===== src/design/gidt_pkg.sv =====
// Package for the GPIO interrupt dispatch table: beat types, command and status codes,
// controller states and the controller/datapath command and status structs.
// No dependencies.
`timescale 1ns / 1ps

package gidt_pkg;

	localparam int TABLE_SLOTS_DEF = 8;
	localparam int SLOT_INDEX_W    = 3;

	typedef enum logic [1:0] {
		CMD_REGISTER   = 2'd0,
		CMD_UNREGISTER = 2'd1,
		CMD_SET_ENABLE = 2'd2,
		CMD_EVENT      = 2'd3
	} command_t;

	typedef enum logic [2:0] {
		ST_OK         = 3'd0,
		ST_NO_HANDLER = 3'd1,
		ST_FULL       = 3'd2,
		ST_NOT_FOUND  = 3'd3,
		ST_LEVEL      = 3'd4,
		ST_DEBOUNCED  = 3'd5
	} status_t;

	typedef struct packed {
		command_t    command;
		logic [15:0] line_mask;
		logic [7:0]  handler_id;
		logic        level_checked;
		logic [1:0]  wanted_level;
		logic [31:0] window_us;
		logic        turn_on;
		logic        sampled_level;
		logic [31:0] now_us;
	} item_t;

	typedef struct packed {
		status_t                   status;
		logic                      fire;
		logic [7:0]                fired_handler;
		logic [15:0]               fired_line;
		logic [SLOT_INDEX_W-1:0]   slot_index;
	} result_t;

	typedef enum logic [1:0] {
		S_IDLE = 2'd0,
		S_SCAN = 2'd1,
		S_EXEC = 2'd2
	} state_t;

	typedef struct packed {
		logic load;
		logic scan;
		logic exec;
	} dp_cmd_t;

	typedef struct packed {
		logic scan_last;
	} dp_stat_t;

endpackage


===== src/design/gidt_ctrl.sv =====
// Controller state machine of the GPIO interrupt dispatch table.
// Depends on gidt_pkg; drives the datapath through dp_cmd_t and watches dp_stat_t.
`timescale 1ns / 1ps

module gidt_ctrl (
	input  logic              clk,
	input  logic              arst_n,
	input  logic              start,
	input  gidt_pkg::dp_stat_t stat,
	output gidt_pkg::dp_cmd_t  cmd,
	output logic              busy
);
	import gidt_pkg::*;

	state_t state_q, state_d;

	always_ff @(posedge clk or negedge arst_n) begin
		if (!arst_n) begin
			state_q <= S_IDLE;
		end else begin
			state_q <= state_d;
		end
	end

	always_comb begin
		state_d = state_q;
		unique case (state_q)
			S_IDLE: begin
				if (start) begin
					state_d = S_SCAN;
				end
			end
			S_SCAN: begin
				if (stat.scan_last) begin
					state_d = S_EXEC;
				end
			end
			S_EXEC: begin
				state_d = S_IDLE;
			end
			default: begin
				state_d = S_IDLE;
			end
		endcase
	end

	always_comb begin
		cmd  = '0;
		busy = 1'b1;
		unique case (state_q)
			S_IDLE: begin
				busy     = 1'b0;
				cmd.load = start;
			end
			S_SCAN: begin
				cmd.scan = 1'b1;
			end
			S_EXEC: begin
				cmd.exec = 1'b1;
			end
			default: begin
				busy = 1'b1;
			end
		endcase
	end

endmodule


===== src/design/gidt_datapath.sv =====
// Datapath of the GPIO interrupt dispatch table: slot storage, slot scan and command execution.
// Depends on gidt_pkg; sequenced by gidt_ctrl.
`timescale 1ns / 1ps

module gidt_datapath #(
	parameter int TABLE_SLOTS = gidt_pkg::TABLE_SLOTS_DEF
) (
	input  logic              clk,
	input  logic              arst_n,
	input  gidt_pkg::dp_cmd_t  cmd,
	output gidt_pkg::dp_stat_t stat,
	input  gidt_pkg::item_t    item,
	output gidt_pkg::result_t  result,
	output logic              done
);
	import gidt_pkg::*;

	localparam int IDX_W = (TABLE_SLOTS > 1) ? $clog2(TABLE_SLOTS) : 1;

	// Slot table. Only the enable bits need a reset: every other field of a slot is
	// written whenever the slot becomes enabled.
	logic [TABLE_SLOTS-1:0] enabled_q;
	logic [15:0]            line_q    [TABLE_SLOTS];
	logic [7:0]             handler_q [TABLE_SLOTS];
	logic                   lvl_chk_q [TABLE_SLOTS];
	logic [1:0]             wanted_q  [TABLE_SLOTS];
	logic [31:0]            window_q  [TABLE_SLOTS];
	logic [31:0]            last_q    [TABLE_SLOTS];

	item_t            item_q;
	logic [IDX_W-1:0] scan_idx_q;
	logic             match_hit_q, free_hit_q;
	logic [IDX_W-1:0] match_idx_q, free_idx_q;
	logic [7:0]       m_handler_q;
	logic             m_lvl_chk_q;
	logic [1:0]       m_wanted_q;
	logic [31:0]      m_window_q;
	logic [31:0]      m_last_q;

	result_t          result_q;
	logic             done_q;

	logic             scan_match, scan_free;

	assign stat.scan_last = (scan_idx_q == IDX_W'(TABLE_SLOTS - 1));

	assign scan_match = enabled_q[scan_idx_q] && (line_q[scan_idx_q] == item_q.line_mask);
	assign scan_free  = !enabled_q[scan_idx_q];

	always_ff @(posedge clk) begin
		if (cmd.load) begin
			item_q     <= item;
			scan_idx_q <= '0;
		end else if (cmd.scan) begin
			scan_idx_q <= scan_idx_q + IDX_W'(1);
		end
		if (cmd.scan && scan_match && !match_hit_q) begin
			match_idx_q <= scan_idx_q;
			m_handler_q <= handler_q[scan_idx_q];
			m_lvl_chk_q <= lvl_chk_q[scan_idx_q];
			m_wanted_q  <= wanted_q[scan_idx_q];
			m_window_q  <= window_q[scan_idx_q];
			m_last_q    <= last_q[scan_idx_q];
		end
		if (cmd.scan && scan_free && !free_hit_q) begin
			free_idx_q <= scan_idx_q;
		end
	end

	// Hit flags are control state: the lowest hit of the scan wins.
	always_ff @(posedge clk or negedge arst_n) begin
		if (!arst_n) begin
			match_hit_q <= 1'b0;
			free_hit_q  <= 1'b0;
		end else if (cmd.load) begin
			match_hit_q <= 1'b0;
			free_hit_q  <= 1'b0;
		end else if (cmd.scan) begin
			match_hit_q <= match_hit_q | scan_match;
			free_hit_q  <= free_hit_q | scan_free;
		end
	end

	// Execution of the command once the scan is complete.
	logic             wr_any;
	logic [IDX_W-1:0] wr_idx;
	logic             wr_line_en, wr_en_en, wr_hdl_en, wr_cfg_en, wr_last_en;
	logic [15:0]      wr_line;
	logic             wr_en_val;
	logic [7:0]       wr_hdl;
	logic [31:0]      wr_last;
	logic [31:0]      elapsed;
	logic             touched;
	logic [IDX_W-1:0] res_idx;
	logic [IDX_W+SLOT_INDEX_W-1:0] res_idx_ext;
	result_t          res_d;

	assign elapsed = item_q.now_us - m_last_q;

	always_comb begin
		wr_any     = 1'b0;
		wr_idx     = match_idx_q;
		wr_line_en = 1'b0;
		wr_en_en   = 1'b0;
		wr_hdl_en  = 1'b0;
		wr_cfg_en  = 1'b0;
		wr_last_en = 1'b0;
		wr_line    = item_q.line_mask;
		wr_en_val  = 1'b1;
		wr_hdl     = item_q.handler_id;
		wr_last    = '0;
		touched    = 1'b0;
		res_idx    = match_idx_q;
		res_d      = '0;
		res_d.status = ST_OK;
		unique case (item_q.command)
			CMD_REGISTER: begin
				if (item_q.handler_id == 8'd0) begin
					res_d.status = ST_NO_HANDLER;
				end else if (match_hit_q) begin
					wr_any     = 1'b1;
					wr_hdl_en  = 1'b1;
					wr_cfg_en  = 1'b1;
					wr_last_en = 1'b1;
					touched    = 1'b1;
				end else if (free_hit_q) begin
					wr_any     = 1'b1;
					wr_idx     = free_idx_q;
					wr_line_en = 1'b1;
					wr_en_en   = 1'b1;
					wr_hdl_en  = 1'b1;
					wr_cfg_en  = 1'b1;
					wr_last_en = 1'b1;
					touched    = 1'b1;
					res_idx    = free_idx_q;
				end else begin
					res_d.status = ST_FULL;
				end
			end
			CMD_UNREGISTER: begin
				if (match_hit_q) begin
					wr_any     = 1'b1;
					wr_line_en = 1'b1;
					wr_line    = '0;
					wr_en_en   = 1'b1;
					wr_en_val  = 1'b0;
					wr_hdl_en  = 1'b1;
					wr_hdl     = '0;
					touched    = 1'b1;
				end else begin
					res_d.status = ST_NOT_FOUND;
				end
			end
			CMD_SET_ENABLE: begin
				if (match_hit_q) begin
					wr_any    = 1'b1;
					wr_en_en  = 1'b1;
					wr_en_val = item_q.turn_on;
					touched   = 1'b1;
				end else begin
					res_d.status = ST_NOT_FOUND;
				end
			end
			CMD_EVENT: begin
				if (!match_hit_q || m_handler_q == 8'd0) begin
					res_d.status = ST_NOT_FOUND;
				end else if (m_lvl_chk_q && !m_wanted_q[1] &&
				             item_q.sampled_level != m_wanted_q[0]) begin
					res_d.status = ST_LEVEL;
					touched      = 1'b1;
				end else if (m_window_q != 32'd0 && elapsed < m_window_q) begin
					res_d.status = ST_DEBOUNCED;
					touched      = 1'b1;
				end else begin
					touched             = 1'b1;
					wr_any              = (m_window_q != 32'd0);
					wr_last_en          = (m_window_q != 32'd0);
					wr_last             = item_q.now_us;
					res_d.fire          = 1'b1;
					res_d.fired_handler = m_handler_q;
					res_d.fired_line    = item_q.line_mask;
				end
			end
			default: begin
				res_d.status = ST_NOT_FOUND;
			end
		endcase
		if (!touched) begin
			res_idx = '0;
		end
		res_idx_ext      = (IDX_W + SLOT_INDEX_W)'(res_idx);
		res_d.slot_index = res_idx_ext[SLOT_INDEX_W-1:0];
	end

	always_ff @(posedge clk) begin
		if (cmd.exec && wr_any) begin
			if (wr_line_en) begin
				line_q[wr_idx] <= wr_line;
			end
			if (wr_hdl_en) begin
				handler_q[wr_idx] <= wr_hdl;
			end
			if (wr_cfg_en) begin
				lvl_chk_q[wr_idx] <= item_q.level_checked;
				wanted_q[wr_idx]  <= item_q.wanted_level;
				window_q[wr_idx]  <= item_q.window_us;
			end
			if (wr_last_en) begin
				last_q[wr_idx] <= wr_last;
			end
		end
		if (cmd.exec) begin
			result_q <= res_d;
		end
	end

	always_ff @(posedge clk or negedge arst_n) begin
		if (!arst_n) begin
			enabled_q <= '0;
			done_q    <= 1'b0;
		end else begin
			done_q <= cmd.exec;
			if (cmd.exec && wr_any && wr_en_en) begin
				enabled_q[wr_idx] <= wr_en_val;
			end
		end
	end

	assign result = result_q;
	assign done   = done_q;

endmodule


===== src/design/gpio_irq_dispatch_debounce_table.sv =====
// GPIO interrupt dispatch table with per-slot debounce, top level.
// A command beat taken at start (with busy low) yields its result beat, strobed by done, once
// the scan, which reads one slot per cycle, and the execute state are through; busy stays high
// until then, so a new command is taken only after the last. The receiver cannot stall results.
// Reset (arst_n low, asynchronous) disables every slot and returns the controller to idle.
`timescale 1ns / 1ps

module gpio_irq_dispatch_debounce_table #(
	parameter int TABLE_SLOTS = gidt_pkg::TABLE_SLOTS_DEF
) (
	input  logic             clk,
	input  logic             arst_n,
	input  logic             start,
	output logic             busy,
	input  gidt_pkg::item_t   item,
	output gidt_pkg::result_t result,
	output logic             done
);
	import gidt_pkg::*;

	// The controller walks IDLE -> SCAN -> EXEC. In SCAN the datapath looks at one slot a
	// cycle, remembering the lowest enabled slot whose line equals the command's line and
	// the lowest disabled slot. In EXEC the command acts on the remembered slot and the
	// result beat is registered; done pulses in the following cycle, while the controller
	// is already idle and can take the next command.
	dp_cmd_t  dp_cmd;
	dp_stat_t dp_stat;

	gidt_ctrl u_ctrl (
		.clk    (clk),
		.arst_n (arst_n),
		.start  (start),
		.stat   (dp_stat),
		.cmd    (dp_cmd),
		.busy   (busy)
	);

	// The datapath holds the slot table; a slot only becomes visible to matching once a
	// register command has written all of its fields, so only the enable bits are reset.
	gidt_datapath #(
		.TABLE_SLOTS (TABLE_SLOTS)
	) u_datapath (
		.clk    (clk),
		.arst_n (arst_n),
		.cmd    (dp_cmd),
		.stat   (dp_stat),
		.item   (item),
		.result (result),
		.done   (done)
	);

endmodule

===== config.mk =====
export PLATFORM = sky130hd
export DESIGN_NAME = gpio_irq_dispatch_debounce_table
export DESIGN_NICKNAME = d
export VERILOG_FILES = /design/src/design/gidt_pkg.sv /design/src/design/gidt_ctrl.sv /design/src/design/gidt_datapath.sv /design/src/design/gpio_irq_dispatch_debounce_table.sv
export SDC_FILE = /design/constraint.sdc
export NUM_CORES = 1
export LEC_CHECK = 0
export ABC_AREA = 1
export BUFFER_PORTS_ARGS = -buffer_cell sky130_fd_sc_hd__buf_4
export CAP_MARGIN = 20
export CORE_MARGIN = 2
export CORE_UTILIZATION = 35
export DETAILED_ROUTE_END_ITERATION = 12
export GPL_ROUTABILITY_DRIVEN = 0
export PLACE_DENSITY = 0.55
export SYNTH_ARGS = -nofsm -noshare
export SYNTH_HDL_FRONTEND = slang
export SYNTH_HIERARCHICAL = 1
export SYNTH_SLANG_ARGS = --single-unit

===== constraint.sdc =====
create_clock -name clk -period 9.7 [get_ports clk]
set_input_delay 1.94 -clock clk [delete_from_list [all_inputs] [get_ports clk]]
set_output_delay 1.94 -clock clk [all_outputs]
set_load 0.005 [all_outputs]

== Word level (Yosys, flattened, before mapping) ==
Memories as Yosys holds them, arrays and structs flattened. A register that Yosys moved wholly into a read port is not among the register bits.
Cells that the tools add are included.

* Reduce and logical (&&, ||, !) cells: 26
* Shifts and indexed selects: 0
* Add/subtract/negate cells: 2
* Div/mod/pow operators: 0
* Eq/ne operators: 10
* Bitwise gates (word level): 3
* Order comparisons: 4
* $mul: 0
* Mux-type cells: 71

{| class="wikitable"
|+ Operators with widths
! operator !! count
|-
| two-way mux 32 bit || 4
|-
| two-way mux 1 bit || 35
|-
| two-way mux 3 bit || 11
|-
| less-than comparator 32 bit || 1
|-
| two-way mux 16 bit || 2
|-
| nonzero test 32 bit || 1
|-
| subtractor 32 bit || 1
|-
| two-way mux 25 bit || 1
|-
| == test 16 bit || 1
|-
| logical NOT 8 bit || 2
|-
| two-way mux 8 bit || 2
|-
| logical AND 1 bit || 11
|-
| one-hot mux 1 bit (2 select lines) || 5
|-
| one-hot mux 3 bit (3 select lines) || 1
|-
| bitwise mux 8 bit || 1
|-
| less-than comparator 3 x 4 -> 1 bit (second input constant) || 2
|-
| two-way mux 2 bit || 4
|-
| == test 2 bit (second input constant) || 3
|-
| one-hot mux 1 bit (3 select lines) || 2
|-
| == test 2 x 1 -> 1 bit (second input constant) || 2
|-
| logical NOT 1 bit || 4
|-
| logical NOT 2 bit || 2
|-
| inequality test 2 bit (second input constant) || 2
|-
| one-hot mux 2 bit (2 select lines) || 1
|-
| 14 further kinds || 15
|}

* Logic and storage cells: 144
* Output and inout bits: 33
* RAM bits: 728
* Bits in read-only memories: 0
* Bits in latches: 0
* Input port bits: 98
* Bits in registers: 148
* Memories kept: 6

{| class="wikitable"
|+ Memory list
! memory !! words !! bits a word !! read ports !! clocked after Yosys merged registers in !! wr ports !! line !! RTL
|-
| u_datapath.last_q || 8 || 32 || 1 || 1 || 1 || gidt_datapath.sv:28 || <nowiki>logic [31:0] last_q [TABLE_SLOTS];</nowiki>
|-
| u_datapath.window_q || 8 || 32 || 1 || 1 || 1 || gidt_datapath.sv:27 || <nowiki>logic [31:0] window_q [TABLE_SLOTS];</nowiki>
|-
| u_datapath.line_q || 8 || 16 || 1 || 1 || 1 || gidt_datapath.sv:23 || <nowiki>logic [15:0] line_q [TABLE_SLOTS];</nowiki>
|-
| u_datapath.handler_q || 8 || 8 || 1 || 1 || 1 || gidt_datapath.sv:24 || <nowiki>logic [7:0] handler_q [TABLE_SLOTS];</nowiki>
|-
| u_datapath.wanted_q || 8 || 2 || 1 || 1 || 1 || gidt_datapath.sv:26 || <nowiki>logic [1:0] wanted_q [TABLE_SLOTS];</nowiki>
|-
| u_datapath.lvl_chk_q || 8 || 1 || 1 || 1 || 1 || gidt_datapath.sv:25 || <nowiki>logic lvl_chk_q [TABLE_SLOTS];</nowiki>
|}

== Longest topological paths before layout ==
* Depth after elaboration: 10
* Mapped depth: 27
* Gate-level depth less buffers: 26

== By module ==
Netlist, hierarchy kept.

{| class="wikitable"
|+ By module, submodules not included
! module !! sequential area each (µm²) !! area each (µm²) !! cells an instance !! times used
|-
| gidt_datapath || 28472.3 || 39400.3 || 3176 || 1
|-
| gidt_ctrl || 50.0 || 106.4 || 15 || 1
|}

== Worst setup path after synthesis ==
No wires, ideal clock.

* Path kind: register to register
* Start point: register u_datapath/item_q[0] (netlist bit)
* End point: memory u_datapath.lvl_chk_q[0], enable pin
* Cell stages (with the launch flop): 27
* Setup time: 0.427 ns
* Arrival: 4.754 ns
* Period minus slack after synthesis: 5.181 ns
* Path slack: 4.519 ns
* Path through: edfxtp_1 > inv_1 > ha_1 > inv_1 > fa_1 > nand3_1 > nand2_1 > a21oi_1 > o21ai_0 > nand4_1 > nand2_1 > nand2_1 > nand2_1 > xor2_1 > ha_1 > nand2_1 > nor2_2 > nand4_1 > nor3b_1 > nand2_1 > nand2_1 > nand2_1 > nand3_2 > nand2_1 > inv_2 > nand2_2 > nor2_1

* Cells in the longest elaborated chain, start to end: 10

{| class="wikitable"
|+ Ends and longest elaborated chain
! item !! line !! RTL
|-
| start, declared || gidt_datapath.sv:30 || <nowiki>item_t item_q;</nowiki>
|-
| start signal, assigned || gidt_datapath.sv:52 || <nowiki>item_q <= item;</nowiki>
|-
| subtractor 32 bit || gidt_datapath.sv:98 || <nowiki>assign elapsed = item_q.now_us - m_last_q;</nowiki>
|-
| less-than comparator 32 bit || gidt_datapath.sv:171 || <nowiki>end else if (m_window_q != 32'd0 && elapsed < m_window_q) begin</nowiki>
|-
| logical AND 1 bit || gidt_datapath.sv:171 ||
|-
| two-way mux 1 bit || gidt_datapath.sv:171 ||
|-
| two-way mux 1 bit || gidt_datapath.sv:167 || <nowiki>end else if (m_lvl_chk_q && !m_wanted_q[1] &&</nowiki>
|-
| two-way mux 1 bit || gidt_datapath.sv:165 || <nowiki>if (!match_hit_q || m_handler_q == 8'd0) begin</nowiki>
|-
| one-hot mux 1 bit (3 select lines) || gidt_datapath.sv:116 || <nowiki>unique case (item_q.command)</nowiki>
|-
| logical AND 1 bit || gidt_datapath.sv:196 || <nowiki>if (cmd.exec && wr_any) begin</nowiki>
|-
| two-way mux 1 bit || gidt_datapath.sv:196 ||
|-
| two-way mux 1 bit (not written as such) || gidt_datapath.sv:204 || <nowiki>lvl_chk_q[wr_idx] <= item_q.level_checked;</nowiki>
|-
| end, declared || gidt_datapath.sv:25 ||
|}

No other way between the ends.

== Worst setup path in the final report ==
* Start point: register u_datapath/item_q[14] (netlist bit)
* End point: memory u_datapath.last_q[0][9], enable pin

* Cells in the longest elaborated chain, start to end: 10
* Elaborated cells on any way between the ends: 12
* Those cells by class: add/sub (1); order compare (1); mux (8); reduce/logical (2)

{| class="wikitable"
|+ Ends and longest elaborated chain
! item !! line !! RTL
|-
| subtractor 32 bit * || gidt_datapath.sv:98 ||
|-
| less-than comparator 32 bit * || gidt_datapath.sv:171 ||
|-
| logical AND 1 bit * || gidt_datapath.sv:171 ||
|-
| two-way mux 1 bit * || gidt_datapath.sv:171 ||
|-
| two-way mux 1 bit * || gidt_datapath.sv:167 ||
|-
| two-way mux 1 bit * || gidt_datapath.sv:165 ||
|-
| one-hot mux 1 bit (2 select lines) or one-hot mux 1 bit (3 select lines) (tied branches) || gidt_datapath.sv:116 ||
|-
| two-way mux 1 bit or logical AND 1 bit (tied branches) || gidt_datapath.sv:208, gidt_datapath.sv:196 ||
|-
| two-way mux 1 bit * || gidt_datapath.sv:196 ||
|-
| two-way mux 1 bit (not written as such) * || gidt_datapath.sv:209 || <nowiki>last_q[wr_idx] <= wr_last;</nowiki>
|-
| end, declared || gidt_datapath.sv:28 ||
|}

Mark *: on every way between the ends. The rest lies on a longest branch, timed or not.

==> impl_metrics.json <==
{
  "syn-mean-instance-area_um2": 12.38,
  "ant_nets": 0,
  "crit_path_start_kind": "flip-flop",
  "synth_edf_count": 935,
  "cp_max_fo": 17,
  "final_common_cell": "edfxtp_1",
  "antenna_found_initial": 4,
  "p_per_area_nw_per_um2": 261.9,
  "worstHoldPathType": "flip-flop to flip-flop",
  "nFillCells": 10510,
  "drt-total-wl_mm": 97.25,
  "endpoint_kind": "flip-flop",
  "yosysTopAreaCellShare": 0.7107,
  "dp_hpwl_mm": 56.63,
  "cts_resized": 0,
  "synth_ff_type": "edfxtp_1",
  "grt_start_max_net_pins": 123,
  "worstPathRequired_ps": 10010,
  "die_w_um": 340.0,
  "slew_violations": 0,
  "grt_pass1_wl_mm": 147.2,
  "initial_utilization": 0.3521,
  "ctsLongestPathBuffers": 3,
  "place_area_um2": 42100,
  "portBuffers": 130,
  "rows": 123,
  "clock-root-buffer": "clkbuf_16",
  "cts_tree": "done",
  "firstDrtPassIters": 5,
  "synth_cell_types": 53,
  "cts_buffers": 103,
  "grt_setup_unrepaired": "false",
  "synthTopCellsByArea": "edfxtp_1 71%, nor2_1 7.4%, o21ai_0 4.8%",
  "post-cts-setup-buffers": 0,
  "critPathArrivalTime_ps": 5920,
  "status": "finished clean",
  "die-area_um2": 115600,
  "clock_latency_ps": 690,
  "vias": 24300,
  "clock_sinks": 954,
  "timing.slew.headroom": 0.3187,
  "finalSetupTns_ps": 0,
  "yosysTopAreaCell": "edfxtp_1",
  "first_global_vias": 23710,
  "ys_warn_count": 6,
  "fin_crit_sh": 0.5783,
  "max_freq_mhz": 178.3,
  "path_class": "flip-flop to flip-flop",
  "diodes": 0,
  "synth_nets": 3358,
  "setup_viol": 0,
  "hold_slack_ps": 476.8,
  "fin_worst_skew_ps": 52.99,
  "p_leak_uw": 0.01633,
  "clk_pin_slew_ps": 60,
  "coreArea_um2": 112200,
  "yosysSeqAreaShare": 0.7220,
  "ir_drop_mv": 0.2000,
  "netlist_area_um2": 39510,
  "cts_hold_buf": 0,
  "vias_per_cell": 4.953,
  "die_y_um": 340.0,
  "first_iter_violations": 1869,
  "wl_per_cell_um": 19.82,
  "area_growth_pct": 15.27,
  "cts_htree_levels": 3,
  "ys_seq_elements": 954,
  "drive_gt1_frac": 0.1239,
  "mostFrequentLayoutCells": "935 x edfxtp_1, 766 x nor2_1, 375 x o21ai_0",
  "ys_async_sr_fraction": 0.01363,
  "io_pins": 131,
  "overflow": 0,
  "drc": 0,
  "tightest_slew_ps": 1018,
  "syn_inst": 3191,
  "hold_viol": 0,
  "min_period_ps": 5609,
  "fin_area_um2": 45540,
  "cap_violations": 0,
  "grt_usage": 0.1665,
  "fin_nets": 3488
}
synth_stat cells, types with 9 or more instances:
library cell,instances
nand2_1,216
clkbuf_1,80
edfxtp_1,935
xor2_1,27
inv_1,190
o21ai_2,10
a21oi_1,52
nor3_1,9
dfrtp_1,13
nand3_1,27
o21ai_1,25
ha_1,68
nand4_1,24
o21ai_0,375
nor2_4,27
buf_2,43
inv_2,14
o22ai_1,89
a31oi_1,77
nor2_1,784
critical path, stage by stage (launching register included):
cell and delay (ps):
edfxtp_1 390, ha_1 390, a21oi_1 240, o21bai_1 120
a21oi_1 330, nor2_1 80, a2111oi_0 600, nand2_1 120
nand2_1 90, nand2_1 70, ha_1 290, nand2_1 60
nor2_2 130, nand4_1 110, nor3b_1 270, nand2_1 90
nand2_1 170, nand2_1 110, nand2_1 90, nand3_2 330
nor2_4 760, buf_4 450
worst paths after layout:
check,cells after the start,slack (ps),to,start
worst min register to register,2,480,u_datapath/enabled_q[6],u_datapath/enabled_q[6]
max in group asynchronous,1,8350,u_datapath/enabled_q[6],arst_n
worst max register to register,21,4090,u_datapath/last_q[0][9],u_datapath/item_q[14]
worst min-delay path,2,480,u_datapath/enabled_q[6],u_datapath/enabled_q[6]
min in group asynchronous,1,1110,u_datapath/done,arst_n
worst max-delay path,21,4090,u_datapath/last_q[0][9],u_datapath/item_q[14]
through the flow:
stage,cells,power [µW],setup slack (ps),util
6_report,4906,11930,4091,0.4059
5_1_grt,4906,12580,3677,0.4059
4_1_cts,4906,12060,4116,0.4059
3_5_place_dp,4716,8087,4142,0.3752
3_3_place_gp,4716,8080,4162,0.3752
2_1_floorplan,3191,7171,4519,-
flip-flops by register name, summed over array words and instances (netlist names), named ones only:
signal,count
u_datapath/free_idx_q,3
u_ctrl/state_q,2
u_datapath/enabled_q,8
u_datapath/m_last_q,32
u_datapath/wanted_q,16
u_datapath/m_handler_q,8
u_datapath/last_q,256
u_datapath/match_hit_q,1
u_datapath/window_q,256
u_datapath/m_lvl_chk_q,1
u_datapath/match_idx_q,3
u_datapath/done,1
u_datapath/result,31
u_datapath/m_window_q,32
u_datapath/m_wanted_q,2
u_datapath/handler_q,64
u_datapath/item_q,95
u_datapath/free_hit_q,1
u_datapath/lvl_chk_q,8
u_datapath/line_q,128
u_datapath/scan_idx_q,3
metal layers:
metal / GRT usage / routed length [µm] / vias to the layer above
li1: - / - / 11580
met1: 0.2301 / 43870 / 11920
met2: 0.2708 / 45780 / 654
met3: 0.02480 / 5058 / 152
met4: 0.05208 / 2544 / 0
met5: 0 / 0 / -
layout make-up:
| type | instances | area (µm²) | share of cell area |
|---|---|---|---|
| Clock buffer | 124 | 2750 | 0.06039 |
| Tap cell | 1500 | 1877 | 0.04121 |
| Multi-Input combinational cell | 1881 | 9573 | 0.2102 |
| Timing Repair Buffer | 175 | 1326 | 0.02912 |
| Sequential cell | 954 | 28530 | 0.6265 |
| Clock inverter | 66 | 691.9 | 0.01519 |
| Inverter | 206 | 790.8 | 0.01736 |
cell families (layout without fill, tap and decap cells):
family | Yosys count | count (layout) | synth area share
XOR/XNOR | 35 | 35 | 0.007759
adder cells (fa/ha/maj) | 69 | 69 | 0.02204
AND/OR/NAND/NOR | 1114 | 1114 | 0.1164
flip-flops | 954 | 954 | 0.7220
AO/OA/AOI/OAI | 663 | 663 | 0.09270
buffers and inverters | 356 | 571 | 0.03914
where the power goes:
| part | total, µW | switching, µW | internal [µW] |
|---|---|---|---|
| combinational | 3010 | 2100 | 911 |
| sequential | 4970 | 164 | 4810 |
| clock | 3940 | 1600 | 2340 |
No activity file was read; power rests on OpenSTA's default activity.
